### src/cse_pkg.sv
// ----------------------------------------------------------------------------
// cse_pkg
// Types, character codes and decode helpers for the C string escape decoder.
// ----------------------------------------------------------------------------
package cse_pkg;

  // Scanner state
  typedef enum logic [1:0] {
    MODE_PLAIN = 2'd0,
    MODE_ESC   = 2'd1,
    MODE_OCT   = 2'd2,
    MODE_HEX   = 2'd3
  } scan_mode_t;

  // One queued result
  typedef struct packed {
    logic [7:0] out_byte;
    logic       run_last;
  } res_entry_t;

  // Character codes
  localparam logic [7:0] CH_BSLASH = 8'h5C;
  localparam logic [7:0] CH_DQUOTE = 8'h22;
  localparam logic [7:0] CH_SQUOTE = 8'h27;
  localparam logic [7:0] CH_QMARK  = 8'h3F;
  localparam logic [7:0] CH_X      = 8'h78;
  localparam logic [7:0] CH_0      = 8'h30;
  localparam logic [7:0] CH_9      = 8'h39;

  // Simple escape: bit 8 set when c names one, bits 7:0 give the byte
  function automatic logic [8:0] simple_escape(input logic [7:0] c);
    logic [8:0] r;
    unique case (c)
      8'h6E:     r = {1'b1, 8'd10};  // n
      8'h74:     r = {1'b1, 8'd9};   // t
      8'h76:     r = {1'b1, 8'd11};  // v
      8'h62:     r = {1'b1, 8'd8};   // b
      8'h72:     r = {1'b1, 8'd13};  // r
      8'h66:     r = {1'b1, 8'd12};  // f
      8'h61:     r = {1'b1, 8'd7};   // a
      CH_BSLASH: r = {1'b1, CH_BSLASH};
      CH_QMARK:  r = {1'b1, CH_QMARK};
      CH_SQUOTE: r = {1'b1, CH_SQUOTE};
      CH_DQUOTE: r = {1'b1, CH_DQUOTE};
      default:   r = 9'd0;
    endcase
    return r;
  endfunction

  // Decimal digit test
  function automatic logic is_dec(input logic [7:0] c);
    return (c >= CH_0) && (c <= CH_9);
  endfunction

  // Hex digit: bit 4 set when c is one, bits 3:0 give its value
  function automatic logic [4:0] hex_val(input logic [7:0] c);
    logic [4:0] r;
    r = 5'd0;
    if (is_dec(c)) begin
      r = {1'b1, c[3:0]};
    end else if ((c >= 8'h61 && c <= 8'h66) || (c >= 8'h41 && c <= 8'h46)) begin
      r = {1'b1, c[3:0] + 4'd9};
    end
    return r;
  endfunction

endpackage

### src/cse_in_if.sv
// ----------------------------------------------------------------------------
// cse_in_if
// Input channel: one literal byte per item with its last-byte mark.
// ----------------------------------------------------------------------------
interface cse_in_if;
  logic       valid;
  logic       ready;
  logic [7:0] char_in;
  logic       final_char;

  modport source (output valid, output char_in, output final_char, input ready);
  modport sink   (input valid, input char_in, input final_char, output ready);
endinterface

### src/cse_out_if.sv
// ----------------------------------------------------------------------------
// cse_out_if
// Output channel: one unescaped byte per item with its end-of-run mark.
// ----------------------------------------------------------------------------
interface cse_out_if;
  logic       valid;
  logic       ready;
  logic [7:0] out_byte;
  logic       run_last;

  modport source (output valid, output out_byte, output run_last, input ready);
  modport sink   (input valid, input out_byte, input run_last, output ready);
endinterface

### src/c_string_escape_decoder_top.sv
// ----------------------------------------------------------------------------
// c_string_escape_decoder_top
// Unescapes the interior bytes of a C string literal, one byte per item.
// ----------------------------------------------------------------------------
//  channel | dir | payload               | handshake
//  din     | in  | char_in, final_char   | valid/ready
//  dout    | out | out_byte, run_last    | valid/ready
//
//  One input item per cycle while din.ready is high; each item is decoded
//  in the cycle it is taken and its 0..2 results are written to a 4-entry
//  result queue, one slot per result. Results leave one per cycle while
//  dout.ready is high; din.ready drops while fewer than two slots are free.
//  Reset (rst, synchronous) empties the queue and returns to plain mode.
// ----------------------------------------------------------------------------
module c_string_escape_decoder_top
  import cse_pkg::*;
(
  input  logic       clk,
  input  logic       rst,
  cse_in_if.sink     din,
  cse_out_if.source  dout
);

  // Scanner state
  scan_mode_t mode, mode_next;
  logic [7:0] value, value_next;

  // Results of the current item
  logic [1:0] n_res;
  logic [7:0] res0, res1;

  // Result queue
  res_entry_t mem [4];
  logic [1:0] wr_ptr, rd_ptr;
  logic [2:0] count;

  logic [7:0] c;
  logic       take_plain;
  logic [8:0] simple;
  logic [4:0] hexv;
  logic       accept, pop;

  assign c      = din.char_in;
  assign simple = simple_escape(c);
  assign hexv   = hex_val(c);
  assign accept = din.valid && din.ready;
  assign pop    = dout.valid && dout.ready;

  // Decode one byte against the current state
  always_comb begin
    mode_next  = mode;
    value_next = value;
    n_res      = 2'd0;
    res0       = 8'd0;
    res1       = 8'd0;
    take_plain = 1'b0;

    unique case (mode)
      MODE_PLAIN: begin
        take_plain = 1'b1;
      end
      MODE_ESC: begin
        if (simple[8]) begin
          res0      = simple[7:0];
          n_res     = 2'd1;
          mode_next = MODE_PLAIN;
        end else if (is_dec(c)) begin
          mode_next  = MODE_OCT;
          value_next = {4'd0, c[3:0]};
        end else if (c == CH_X) begin
          mode_next  = MODE_HEX;
          value_next = 8'd0;
        end else begin
          mode_next = MODE_PLAIN;
        end
      end
      MODE_OCT: begin
        if (is_dec(c)) begin
          value_next = {value[4:0], 3'b000} + {4'd0, c[3:0]};
        end else begin
          res0       = value;
          n_res      = 2'd1;
          mode_next  = MODE_PLAIN;
          value_next = 8'd0;
          take_plain = 1'b1;
        end
      end
      MODE_HEX: begin
        if (hexv[4]) begin
          value_next = {value[3:0], hexv[3:0]};
        end else begin
          res0       = value;
          n_res      = 2'd1;
          mode_next  = MODE_PLAIN;
          value_next = 8'd0;
          take_plain = 1'b1;
        end
      end
      default: ;
    endcase

    // Byte seen in plain mode
    if (take_plain) begin
      if (c == CH_BSLASH) begin
        mode_next = MODE_ESC;
      end else if (c != CH_DQUOTE) begin
        if (n_res == 2'd0) res0 = c;
        else               res1 = c;
        n_res = n_res + 2'd1;
      end
    end

    // Last byte: flush a pending numeric escape, then reset
    if (din.final_char) begin
      if (mode_next == MODE_OCT || mode_next == MODE_HEX) begin
        if (n_res == 2'd0) res0 = value_next;
        else               res1 = value_next;
        n_res = n_res + 2'd1;
      end
      mode_next  = MODE_PLAIN;
      value_next = 8'd0;
    end
  end

  // State registers
  always_ff @(posedge clk) begin
    if (rst) begin
      mode  <= MODE_PLAIN;
      value <= 8'd0;
    end else if (accept) begin
      mode  <= mode_next;
      value <= value_next;
    end
  end

  // Result queue write
  always_ff @(posedge clk) begin
    if (accept && n_res != 2'd0) begin
      mem[wr_ptr] <= '{out_byte: res0, run_last: (n_res == 2'd1)};
      if (n_res == 2'd2) begin
        mem[wr_ptr + 2'd1] <= '{out_byte: res1, run_last: 1'b1};
      end
    end
  end

  // Queue pointers and fill count
  always_ff @(posedge clk) begin
    if (rst) begin
      wr_ptr <= 2'd0;
      rd_ptr <= 2'd0;
      count  <= 3'd0;
    end else begin
      if (accept) wr_ptr <= wr_ptr + n_res;
      if (pop)    rd_ptr <= rd_ptr + 2'd1;
      count <= count + (accept ? {1'b0, n_res} : 3'd0) - {2'd0, pop};
    end
  end

  assign din.ready     = (count <= 3'd2);
  assign dout.valid    = (count != 3'd0);
  assign dout.out_byte = mem[rd_ptr].out_byte;
  assign dout.run_last = mem[rd_ptr].run_last;

endmodule
### src/flat_wrapper.sv
// flat-port wrapper written by rule: the top's interface ports become plain ports
module c_string_escape_decoder_top_flat import cse_pkg::*;
  (clk, rst, din_valid, din_char_in, din_final_char, din_ready, dout_valid, dout_out_byte, dout_run_last, dout_ready);
  cse_in_if din_i ();
  cse_out_if dout_i ();
  input  logic clk;
  input  logic rst;
  input wire logic [$bits(din_i.valid)-1:0] din_valid;
  input wire logic [$bits(din_i.char_in)-1:0] din_char_in;
  input wire logic [$bits(din_i.final_char)-1:0] din_final_char;
  output wire logic [$bits(din_i.ready)-1:0] din_ready;
  output wire logic [$bits(dout_i.valid)-1:0] dout_valid;
  output wire logic [$bits(dout_i.out_byte)-1:0] dout_out_byte;
  output wire logic [$bits(dout_i.run_last)-1:0] dout_run_last;
  input wire logic [$bits(dout_i.ready)-1:0] dout_ready;
  assign din_i.valid = din_valid;
  assign din_i.char_in = din_char_in;
  assign din_i.final_char = din_final_char;
  assign din_ready = din_i.ready;
  assign dout_valid = dout_i.valid;
  assign dout_out_byte = dout_i.out_byte;
  assign dout_run_last = dout_i.run_last;
  assign dout_i.ready = dout_ready;
  c_string_escape_decoder_top u_core (.clk(clk), .rst(rst), .din(din_i), .dout(dout_i));
endmodule
### config.mk
export PLATFORM = sky130hd
export DESIGN_NAME = c_string_escape_decoder_top_flat
export DESIGN_NICKNAME = d
export VERILOG_FILES = /design/src/cse_pkg.sv /design/src/cse_in_if.sv /design/src/cse_out_if.sv /design/src/c_string_escape_decoder_top.sv /design/src/flat_wrapper.sv
export SDC_FILE = /design/constraint.sdc
export NUM_CORES = 1
export LEC_CHECK = 0
export ABC_AREA = 1
export BUFFER_PORTS_ARGS = -buffer_cell sky130_fd_sc_hd__buf_2
export CAP_MARGIN = 25
export CORE_MARGIN = 1
export CORE_UTILIZATION = 36
export CTS_CLUSTER_SIZE = 16
export DETAILED_ROUTE_END_ITERATION = 7
export GPL_TIMING_DRIVEN = 0
export PLACE_DENSITY = 0.61
export SETUP_SLACK_MARGIN = 0.02
export SLEW_MARGIN = 20
export SYNTH_ARGS = -nofsm -noshare
export SYNTH_HDL_FRONTEND = slang
export SYNTH_SLANG_ARGS = --single-unit
### constraint.sdc
create_clock -name clk -period 9.6 [get_ports clk]
set_clock_uncertainty 0.1 [all_clocks]
set_input_delay 0.96 -clock clk [delete_from_list [all_inputs] [get_ports clk]]
set_output_delay 0.96 -clock clk [all_outputs]
set_load 0.01 [all_outputs]
==> impl_metrics.yaml, run 1 <==
synthesis:
  synth_common_cells: "nand2_1, nand3_1, nor2_1"
  synth_seq_area_share_pct: 34.31
  ys_warn_count: 0
  synthArstFlopShare_pct: 0
  ys_seq_elements: 55
  synth_area_leaders: "edfxtp_1, nand2_1, dfxtp_1, nand3_1, nor2_1"
  syn_area_um2: 4143
  synth_ff_type: "edfxtp_1"
  synth_top_area_share_pct: 23.20
  yosysMostFrequentCell: "nand2_1"
  syn_nets: 628
  synth_cell_type_count: 36
  syn_inst: 601
  synth_edf_count: 32
  yosysTopAreaCell: "edfxtp_1"
  syn-mean-instance-area_um2: 6.893
die:
  start_util_pct: 37.56
  dieArea_um2: 11940
  num_rows: 38
  core_um2: 11030
  die_h_um: 109.3
  ios: 24
  chipWidth_um: 109.3
clock_network:
  hold_buffers: 0
  cts-root-buf: "clkbuf_16"
  htreeDepth: 2
  cts_made_buffers: 5
  post_cts_resized: 0
  clkTransAtPathRegs_ns: 0.07
  tritoncts: "done"
  cts.sinks: 55
  clkLatencyLatePin_ns: 0.29
  postCtsSetupBuffers: 0
  cts_buffer_depth: 2
global_route:
  grt_pass1_wl_um: 18350
  grt_usage_pct: 19.68
  grt_max_degree: 20
  gr-total-overflow: 0
  grt_pass1_vias: 3708
  antenna_found_initial: 0
critical_path:
  worstPathArrival_ns: 4.42
  crit_path_end_kind: "register"
  cp_max_fo: 10
  r2r_start: "u_core.mode[0]"
  critPathRequiredTime_ns: 9.67
  crit_type: "in2reg"
  r2r-end: "u_core.count[2]"
  r2r_slack_ns: 6.12
  reg2reg_depth: 17
  worstSetupStartpointType: "primary input"
power:
  leakage_uw: 0.002053
  powerDensity_nw_per_um2: 155.5
  vdd_drop_max_mv: 0.1016
timing:
  hold_viol: 0
  maxSlewHeadroom_pct: 51.67
  worst_pin_slew_ns: 0.7223
  timing.fmax_mhz: 230.1
  setup_viol: 0
  period_minus_slack_ns: 4.347
  fin_crit_sh_pct: 45.28
  finalSetupTns_ns: 0
  rsz0062_at_grt: "no"
  drv_slew: 0
outcome:
  outcome: "finished clean"
route:
  totalWireLength_um: 11130
  vias: 4020
  firstDrtPassIters: 5
  ant_nets: 0
  viasPerCell: 5.214
  post_drt_wl_per_cell_um: 14.43
  drc: 0
  first_iter_violations: 375
min_path:
  min_path_cells: 2
  holdPathEnd: "u_core.mem[2][0]"
  hp-start: "u_core.mem[2][0]"
  hold_path_class: "reg2reg"
placement:
  placed_cell_area_um2: 4428
  place_congestion: 0.8824
  portBuffers: 22
  place_hpwl_um: 8863
finish:
  fin_nets: 657
  antenna_cells: 0
  final_area_um2: 4581
  area_growth_pct: 10.57
  drive_above_1_share_pct: 13.00
job:
  max_cap_violations: 0
## state kept, by name, indices dropped and copies added, names as in the netlist, named ones only
name           count
u_core.mem        36
u_core.count       3
u_core.mode        2
u_core.value       8
u_core.rd_ptr      2
u_core.wr_ptr      2
## worst max path at each step
stage,start,to,slack [ns],cells past startpoint
2_1_floorplan,din_char_in[0],u_core.count[2],5.44,20
3_3_place_gp,din_char_in[0],u_core.count[2],4.97,22
3_5_place_dp,din_char_in[0],u_core.count[2],4.93,22
4_1_cts,din_char_in[0],u_core.count[2],5.23,22
5_1_grt,din_char_in[0],u_core.count[2],4.95,21
6_report,din_char_in[0],u_core.count[2],5.25,22
## logic make-up after synthesis
family | share of synthesized area, %
adder cells (fa/ha/maj) | 4.410
XOR/XNOR | 1.057
AND/OR/NAND/NOR | 39.90
flip-flops | 34.31
AO/OA/AOI/OAI | 11.57
buffers and inverters | 8.758
## metrics by stage
step           util (%)  hold WS, ns  power, uW  std cells  setup WS (ns)
2_1_floorplan         -       0.3236      459.4        601          5.444
5_1_grt           41.53       0.3879      758.3        771          4.949
3_5_place_dp      40.14       0.3618      529.5        763          4.929
6_report          41.53       0.3821      712.5        771          5.253
3_3_place_gp      40.14       0.3589      524.6        763          4.967
4_1_cts           41.53       0.3819      716.6        771          5.226
## power by group
group	internal, uW	switching [uW]	total (uW)
clock network	99.7	89.3	189
logic	77.2	144	221
registers	285	16.8	302
total	462	250	713
## per-layer routing
metal  part of all wire, %  wire length, um  GRT usage [%]
met5                     0                0              0
met3                   5.4              602          2.809
met2                    48             5317          33.74
met1                    46             5116          26.10
met4                  0.81               90          4.381
## cells in the final DEF (no fill, tap or decap), drive strengths merged, types with 15 or more instances in the layout
cell    instances
a21oi          21
o21ai          49
buf            27
dfxtp          23
nor2           71
o22ai          15
inv            73
nand3          88
edfxtp         32
nand2         172
clkbuf         17
## critical path: stages
cell and delay (ns):
buf_2 0.18, inv_1 0.13, ha_1 0.24, nor3_1 0.23
nor2_2 0.09, nor2_1 0.10, nand2_1 0.08, buf_4 0.18
nand2_2 0.14, ha_1 0.16, inv_1 0.03, nor2_1 0.09
nand2_1 0.14, ha_1 0.31, inv_1 0.05, o21ai_2 0.16
nand2_2 0.12, ha_1 0.33, fa_1 0.43, xor2_1 0.17
inv_1 0.06, nor2_1 0.03
## final cells by class
cell class              count  area [um^2]
clock buffers               5        125.1
fillers                  1171         6450
multi-input cells         458         2359
repair buffers             22        110.1
well taps                 140        175.2
inverters                  71        269.0
clock inverters             3        27.53
flip-flops and latches     55         1421
plain buffers              17        93.84
No activity file was read; power rests on OpenSTA's default activity.
==> run 2: changes to the inputs <==
- PLACE_DENSITY: 0.61 -> 0.63
- clock period: 9.6 -> 3.85 ns (I/O delays scaled with it)
==> impl_metrics.yaml, run 2 (synthesized netlist as in run 1, its figures left out) <==
global_route:
  gr-total-overflow: 0
  grt_pass1_vias: 3765
  grt_pass1_wl_um: 18580
  antenna_found_initial: 0
  grt_usage_pct: 20.04
  grt_max_degree: 19
finish:
  drive_above_1_share_pct: 14.40
  fin_nets: 658
  top_regs: "u_core.mem (36), u_core.value (8), u_core.count (3)"
  antenna_cells: 0
  fillers: 1154
  stdcell_count: 772
  largest_register_ffs: 36
  final_cell_mix: "nand2_1, nand3_1, nor2_1"
  area_growth_pct: 11.36
  regMostFlops: "u_core.mem"
  final_common_cell: "nand2_1"
clock_network:
  cts_buffer_depth: 2
  cts-root-buf: "clkbuf_16"
  clkTransAtPathRegs_ns: 0.07
  hold_buffers: 0
  cts_made_buffers: 5
  tritoncts: "done"
  clkLatencyLatePin_ns: 0.29
  cts.sinks: 55
  htreeDepth: 2
route:
  ant_nets: 0
  drc: 0
  vias: 4064
  viasPerCell: 5.264
  totalWireLength_um: 11310
  post_drt_wl_per_cell_um: 14.65
  firstDrtPassIters: 5
  first_iter_violations: 300
die:
  num_rows: 38
  chipWidth_um: 109.3
  core_um2: 11030
  dieArea_um2: 11940
  start_util_pct: 37.56
  die_h_um: 109.3
  ios: 24
critical_path:
  crit_chain: "clkbuf_4 -> inv_1 -> ha_1 -> inv_1 -> nor2_1 -> nand2_1 -> nand2_1 -> nor2_1 -> nand3_1 -> nand2_2 -> nand2_4 -> ha_1 -> nand3b_1 -> nand2_4 -> ha_1 -> inv_1 -> o21ai_2 -> nand2_2 -> ha_1 -> fa_1 -> xor2_1 -> inv_1 -> nor2_1"
  slowest_delay_ns: 0.43
  crit_buf_inv: 5
  crit_path_end_kind: "register"
  cp_max_fo: 8
  worstSetupStartpointType: "primary input"
  critPathTopFamily: "adder cells"
  crit_path_top_delay_cell: "fa_1"
  critPathRequiredTime_ns: 3.92
  worstPathArrival_ns: 3.71
  crit_type: "in2reg"
timing:
  setup_viol: 0
  fin_crit_sh_pct: 94.63
  hold_viol: 0
  timing.fmax_mhz: 274.5
  finalSetupTns_ns: 0
  drv_slew: 0
  rsz0062_at_grt: "yes"
  maxSlewHeadroom_pct: 52.04
  period_minus_slack_ns: 3.643
  worst_pin_slew_ns: 0.7168
placement:
  dp_cells: 763
  place_congestion: 0.9392
  place_hpwl_um: 8992
  portBuffers: 22
outcome:
  outcome: "finished clean"
power:
  leakage_uw: 0.002063
  power.total_uw: 1769
  powerDensity_nw_per_um2: 383.5
  vdd_drop_max_mv: 0.2107
job:
  max_cap_violations: 0
min_path:
  hold_path_class: "in2reg"
## run 2: cell types whose count changed in the layout (fill, tap and decap cells not counted), moves of 2 or more
cell      delta
buf_2        -2
clkbuf_4     +2
nand2_1      -5
nand2_2      +4
## run 2: timing repair
item / in CTS / in global routing
gates cloned: 0 / 0
gates resized for setup: 1 / 10
setup endpoints to repair: 8 / 46
buffers inserted: 0 / 1
## run 2: routing by layer
layer | wire, um | vias up | GRT usage, %
li1 | - | 2052 | -
met1 | 5240 | 1885 | 26.12
met2 | 5471 | 114 | 35.13
met3 | 447 | 13 | 2.630
met4 | 146 | 0 | 4.286
met5 | 0 | - | 0
## run 2: layout make-up
cell class	instances	area [um^2]	area share (%)
Multi-Input combinational cell	458	2384	51.67
Sequential cell	55	1421	30.81
Inverter	71	269.0	5.831
Tap cell	140	175.2	3.797
Clock buffer	5	125.1	2.712
Timing Repair Buffer	23	122.6	2.658
Buffer	17	93.84	2.034
Clock inverter	3	22.52	0.4882
## run 2: where the power goes
part           switching (uW)  leakage [uW]  internal, uW
Sequential               40.4      0.000497           711
Clock                     216     0.0000742           244
Combinational             362       0.00149           195
Total                     618       0.00206          1150
## run 2: final timing paths
kind	slack, ns	to	depth (start not counted)	startpoint
setup / recovery	0.21	u_core.count[2]	23	din_char_in[1]
hold / removal	0.22	u_core.value[5]	2	rst
setup reg to reg	0.40	u_core.count[2]	15	u_core.mode[0]
hold reg to reg	0.37	u_core.mem[2][0]	2	u_core.mem[2][0]
## run 2: stage by stage
stage               util [%]  setup slack, ns  hold WS [ns]  instance area, um^2
detailed placement     40.14          -0.2750        0.3496                 4428
floorplan                  -           0.2692        0.3236                 4143
global route           41.82         -0.01357        0.2219                 4613
finish                 41.82           0.2066        0.2179                 4613
CTS                    41.50          0.02924        0.2241                 4578
global placement       40.14          -0.2316        0.3540                 4428
==> run 3: changes to the inputs <==
- ABC_AREA: 1 -> default
==> impl_metrics.yaml, run 3 <==
clock_network:
  cts.sinks: 55
  hold_buffers: 0
  clkLatencyLatePin_ns: 0.31
  htreeDepth: 2
  cts_buffer_depth: 2
  tritoncts: "done"
  clkTransAtPathRegs_ns: 0.11
  cts_made_buffers: 5
  cts-root-buf: "clkbuf_8"
synthesis:
  syn_inst: 426
  synth_fa_ha_area_share_pct: 4.502
  synthArstFlopShare_pct: 0
  ys_warn_count: 0
  synth_cell_type_count: 83
  synth_compound_area_share_pct: 26.98
  yosysTopAreaCell: "edfxtp_1"
  synth_top_area_share_pct: 23.68
  syn-mean-instance-area_um2: 9.525
  synthSimpleGateAreaFrac_pct: 21.25
  synth_common_cells: "nand2_1, nor2_1, edfxtp_1"
  synth_ff_type: "edfxtp_1"
  syn_area_um2: 4058
  syn_nets: 453
  synth_area_leaders: "edfxtp_1, dfxtp_1, mux4_2, o22ai_1, ha_1"
  synth_seq_area_share_pct: 35.03
  synthMuxAreaShare_pct: 6.075
  synth-xor-area-share_pct: 1.295
  synth_edf_count: 32
  ys_seq_elements: 55
  synth_top_family_by_area: "compound AO/OA/AOI/OAI gates"
finish:
  final_common_cell: "buf_4"
  largest_register_ffs: 36
  drive_above_1_share_pct: 34.56
  area_growth_pct: 27.47
  stdcell_count: 629
  top_regs: "u_core.mem (36), u_core.value (8), u_core.count (3)"
  final_area_um2: 5172
  antenna_cells: 0
  final_cell_mix: "buf_4, nor2_1, nand2_1, edfxtp_1, buf_2"
  regMostFlops: "u_core.mem"
  fin_nets: 515
timing:
  hold_viol: 0
  rsz0062_at_grt: "yes"
  fin_crit_sh_pct: 107.0
  worst_pin_slew_ns: 0.7671
  drv_slew: 0
  period_minus_slack_ns: 4.120
  setup_slack_ns: -0.2703
  setup_viol: 18
  timing.fmax_mhz: 242.7
  maxSlewHeadroom_pct: 48.86
route:
  viasPerCell: 6.178
  vias: 3886
  first_iter_violations: 384
  post_drt_wl_per_cell_um: 18.99
  totalWireLength_um: 11940
  drc: 0
  ant_nets: 0
  firstDrtPassIters: 5
power:
  switching_share_pct: 32.77
  internal_power_uw: 1209
  p_comb_share_pct: 37.1
  vdd_drop_max_mv: 0.2013
  powerDensity_nw_per_um2: 347.8
  switching_power_uw: 589.6
  power_frac_clock_pct: 21.3
  leakage_uw: 0.001775
  sequentialPowerShare_pct: 41.5
die:
  core_um2: 10890
  chipWidth_um: 108.2
  dieArea_um2: 11700
  ios: 24
  start_util_pct: 37.27
  die_h_um: 108.2
  num_rows: 38
critical_path:
  cp_common_cell: "ha_4"
  crit_path_end_kind: "register"
  critPathTopFamily: "adder cells"
  cp_max_fo: 4
  slowest_delay_ns: 0.37
  crit_chain: "buf_12 -> clkinvlp_4 -> ha_4 -> nor3b_4 -> nand4b_1 -> and3_4 -> or2_4 -> ha_4 -> nor3_4 -> a41oi_2 -> or2_4 -> o31a_4 -> inv_4 -> ha_4 -> a21oi_4 -> nor2_4 -> inv_2 -> ha_4 -> fa_2 -> xnor2_2 -> xnor2_1 -> nor2_1"
  worstSetupStartpointType: "primary input"
  crit_path_top_delay_cell: "fa_2"
  crit_type: "in2reg"
  worstPathArrival_ns: 4.20
  crit_buf_inv: 4
  critPathRequiredTime_ns: 3.93
global_route:
  grt_usage_pct: 20.89
  antenna_found_initial: 0
  grt_max_degree: 18
  grt_pass1_wl_um: 18900
  gr-total-overflow: 0
  grt_pass1_vias: 3576
outcome:
  outcome: "finished, violations left"
  failed_checks: "negative setup slack"
placement:
  dp_slack_ns: -1.358
  dp_cells: 587
  place_congestion: 0.9553
  place_hpwl_um: 8657
  placed_cell_area_um2: 4477
  portBuffers: 21
min_path:
  hold_path_class: "reg2reg"
job:
  max_cap_violations: 0
==> run 3: changes by cell type after synthesis, moves of 10 or more <==
cell / before / now
inv_1: 56 / 16
o21ai_1: 15 / 3
nand4_1: 12 / 2
nand2_1: 158 / 37
nor2_1: 61 / 37
a22oi_1: 1 / 18
inv_2: 14 / 2
o21ai_0: 33 / 6
o22ai_1: 15 / 28
nand3_1: 83 / 9
==> run 3: area by class of cell <==
type	instances	area [um^2]
Fill cell	992	5715
Multi-Input combinational cell	324	2854
Sequential cell	55	1421
Timing Repair Buffer	56	401.6
Tap cell	140	175.2
Buffer	28	132.6
Inverter	18	77.57
Clock buffer	6	72.57
Clock inverter	2	37.54
==> run 3: worst paths after layout <==
| path | from | to | slack [ns] | cells past startpoint |
|---|---|---|---|---|
| worst max-delay path | din_char_in[1] | u_core.count[2] | -0.27 | 22 |
| worst min-delay path | u_core.mem[1][0] | u_core.mem[1][0] | 0.39 | 1 |
| worst max register to register | u_core.mode[0] | u_core.count[2] | -0.16 | 18 |
| worst min register to register | u_core.mem[1][0] | u_core.mem[1][0] | 0.39 | 1 |
==> run 3: repair_timing <==
item                                    CTS  global route
endpoints found under the hold margin     0             0
gates resized for setup                  27            37
pin swaps                                20            10
endpoints found under the setup margin   54            70
buffers inserted                         30             6
==> run 3: logic make-up after synthesis <==
kind of cell               Yosys count
AOI/OAI and AO/OA                  141
adders and majority gates           14
and+or+nand+nor                    151
xor gates and xnor gates             6
DFF                                 55
muxes                               12
buffers and inverters               47
==> run 3: through the flow <==
| step | setup TNS, ns | hold slack [ns] | power (uW) | utilization, % |
|---|---|---|---|---|
| CTS | -0.3363 | 0.3809 | 1777 | 45.29 |
| finish | -1.643 | 0.3902 | 1799 | 47.51 |
| global route | -3.392 | 0.4226 | 1897 | 47.51 |
| floorplan | -2.852 | 0.3311 | 1198 | - |
| global placement | -40.87 | 0.3461 | 1358 | 41.12 |
| detailed placement | -44.50 | 0.3547 | 1376 | 41.12 |
==> run 3: power by group through the flow <==
stage	logic (uW)	clock network (uW)	registers (uW)
after floorplan	447	0	751
after global placement	600	0	758
after detailed placement	614	0	762
after CTS	640	388	748
after global routing	732	407	758
final	668	384	747
==> run 3: per-layer routing <==
metal  vias up  global-route usage, %  wire, um
met4         0                  7.632       337
met1      1887                  27.37      5139
met2       188                  35.12      5622
li1       1789                      -         -
met5         -                      0         0
met3        22                  2.592       843
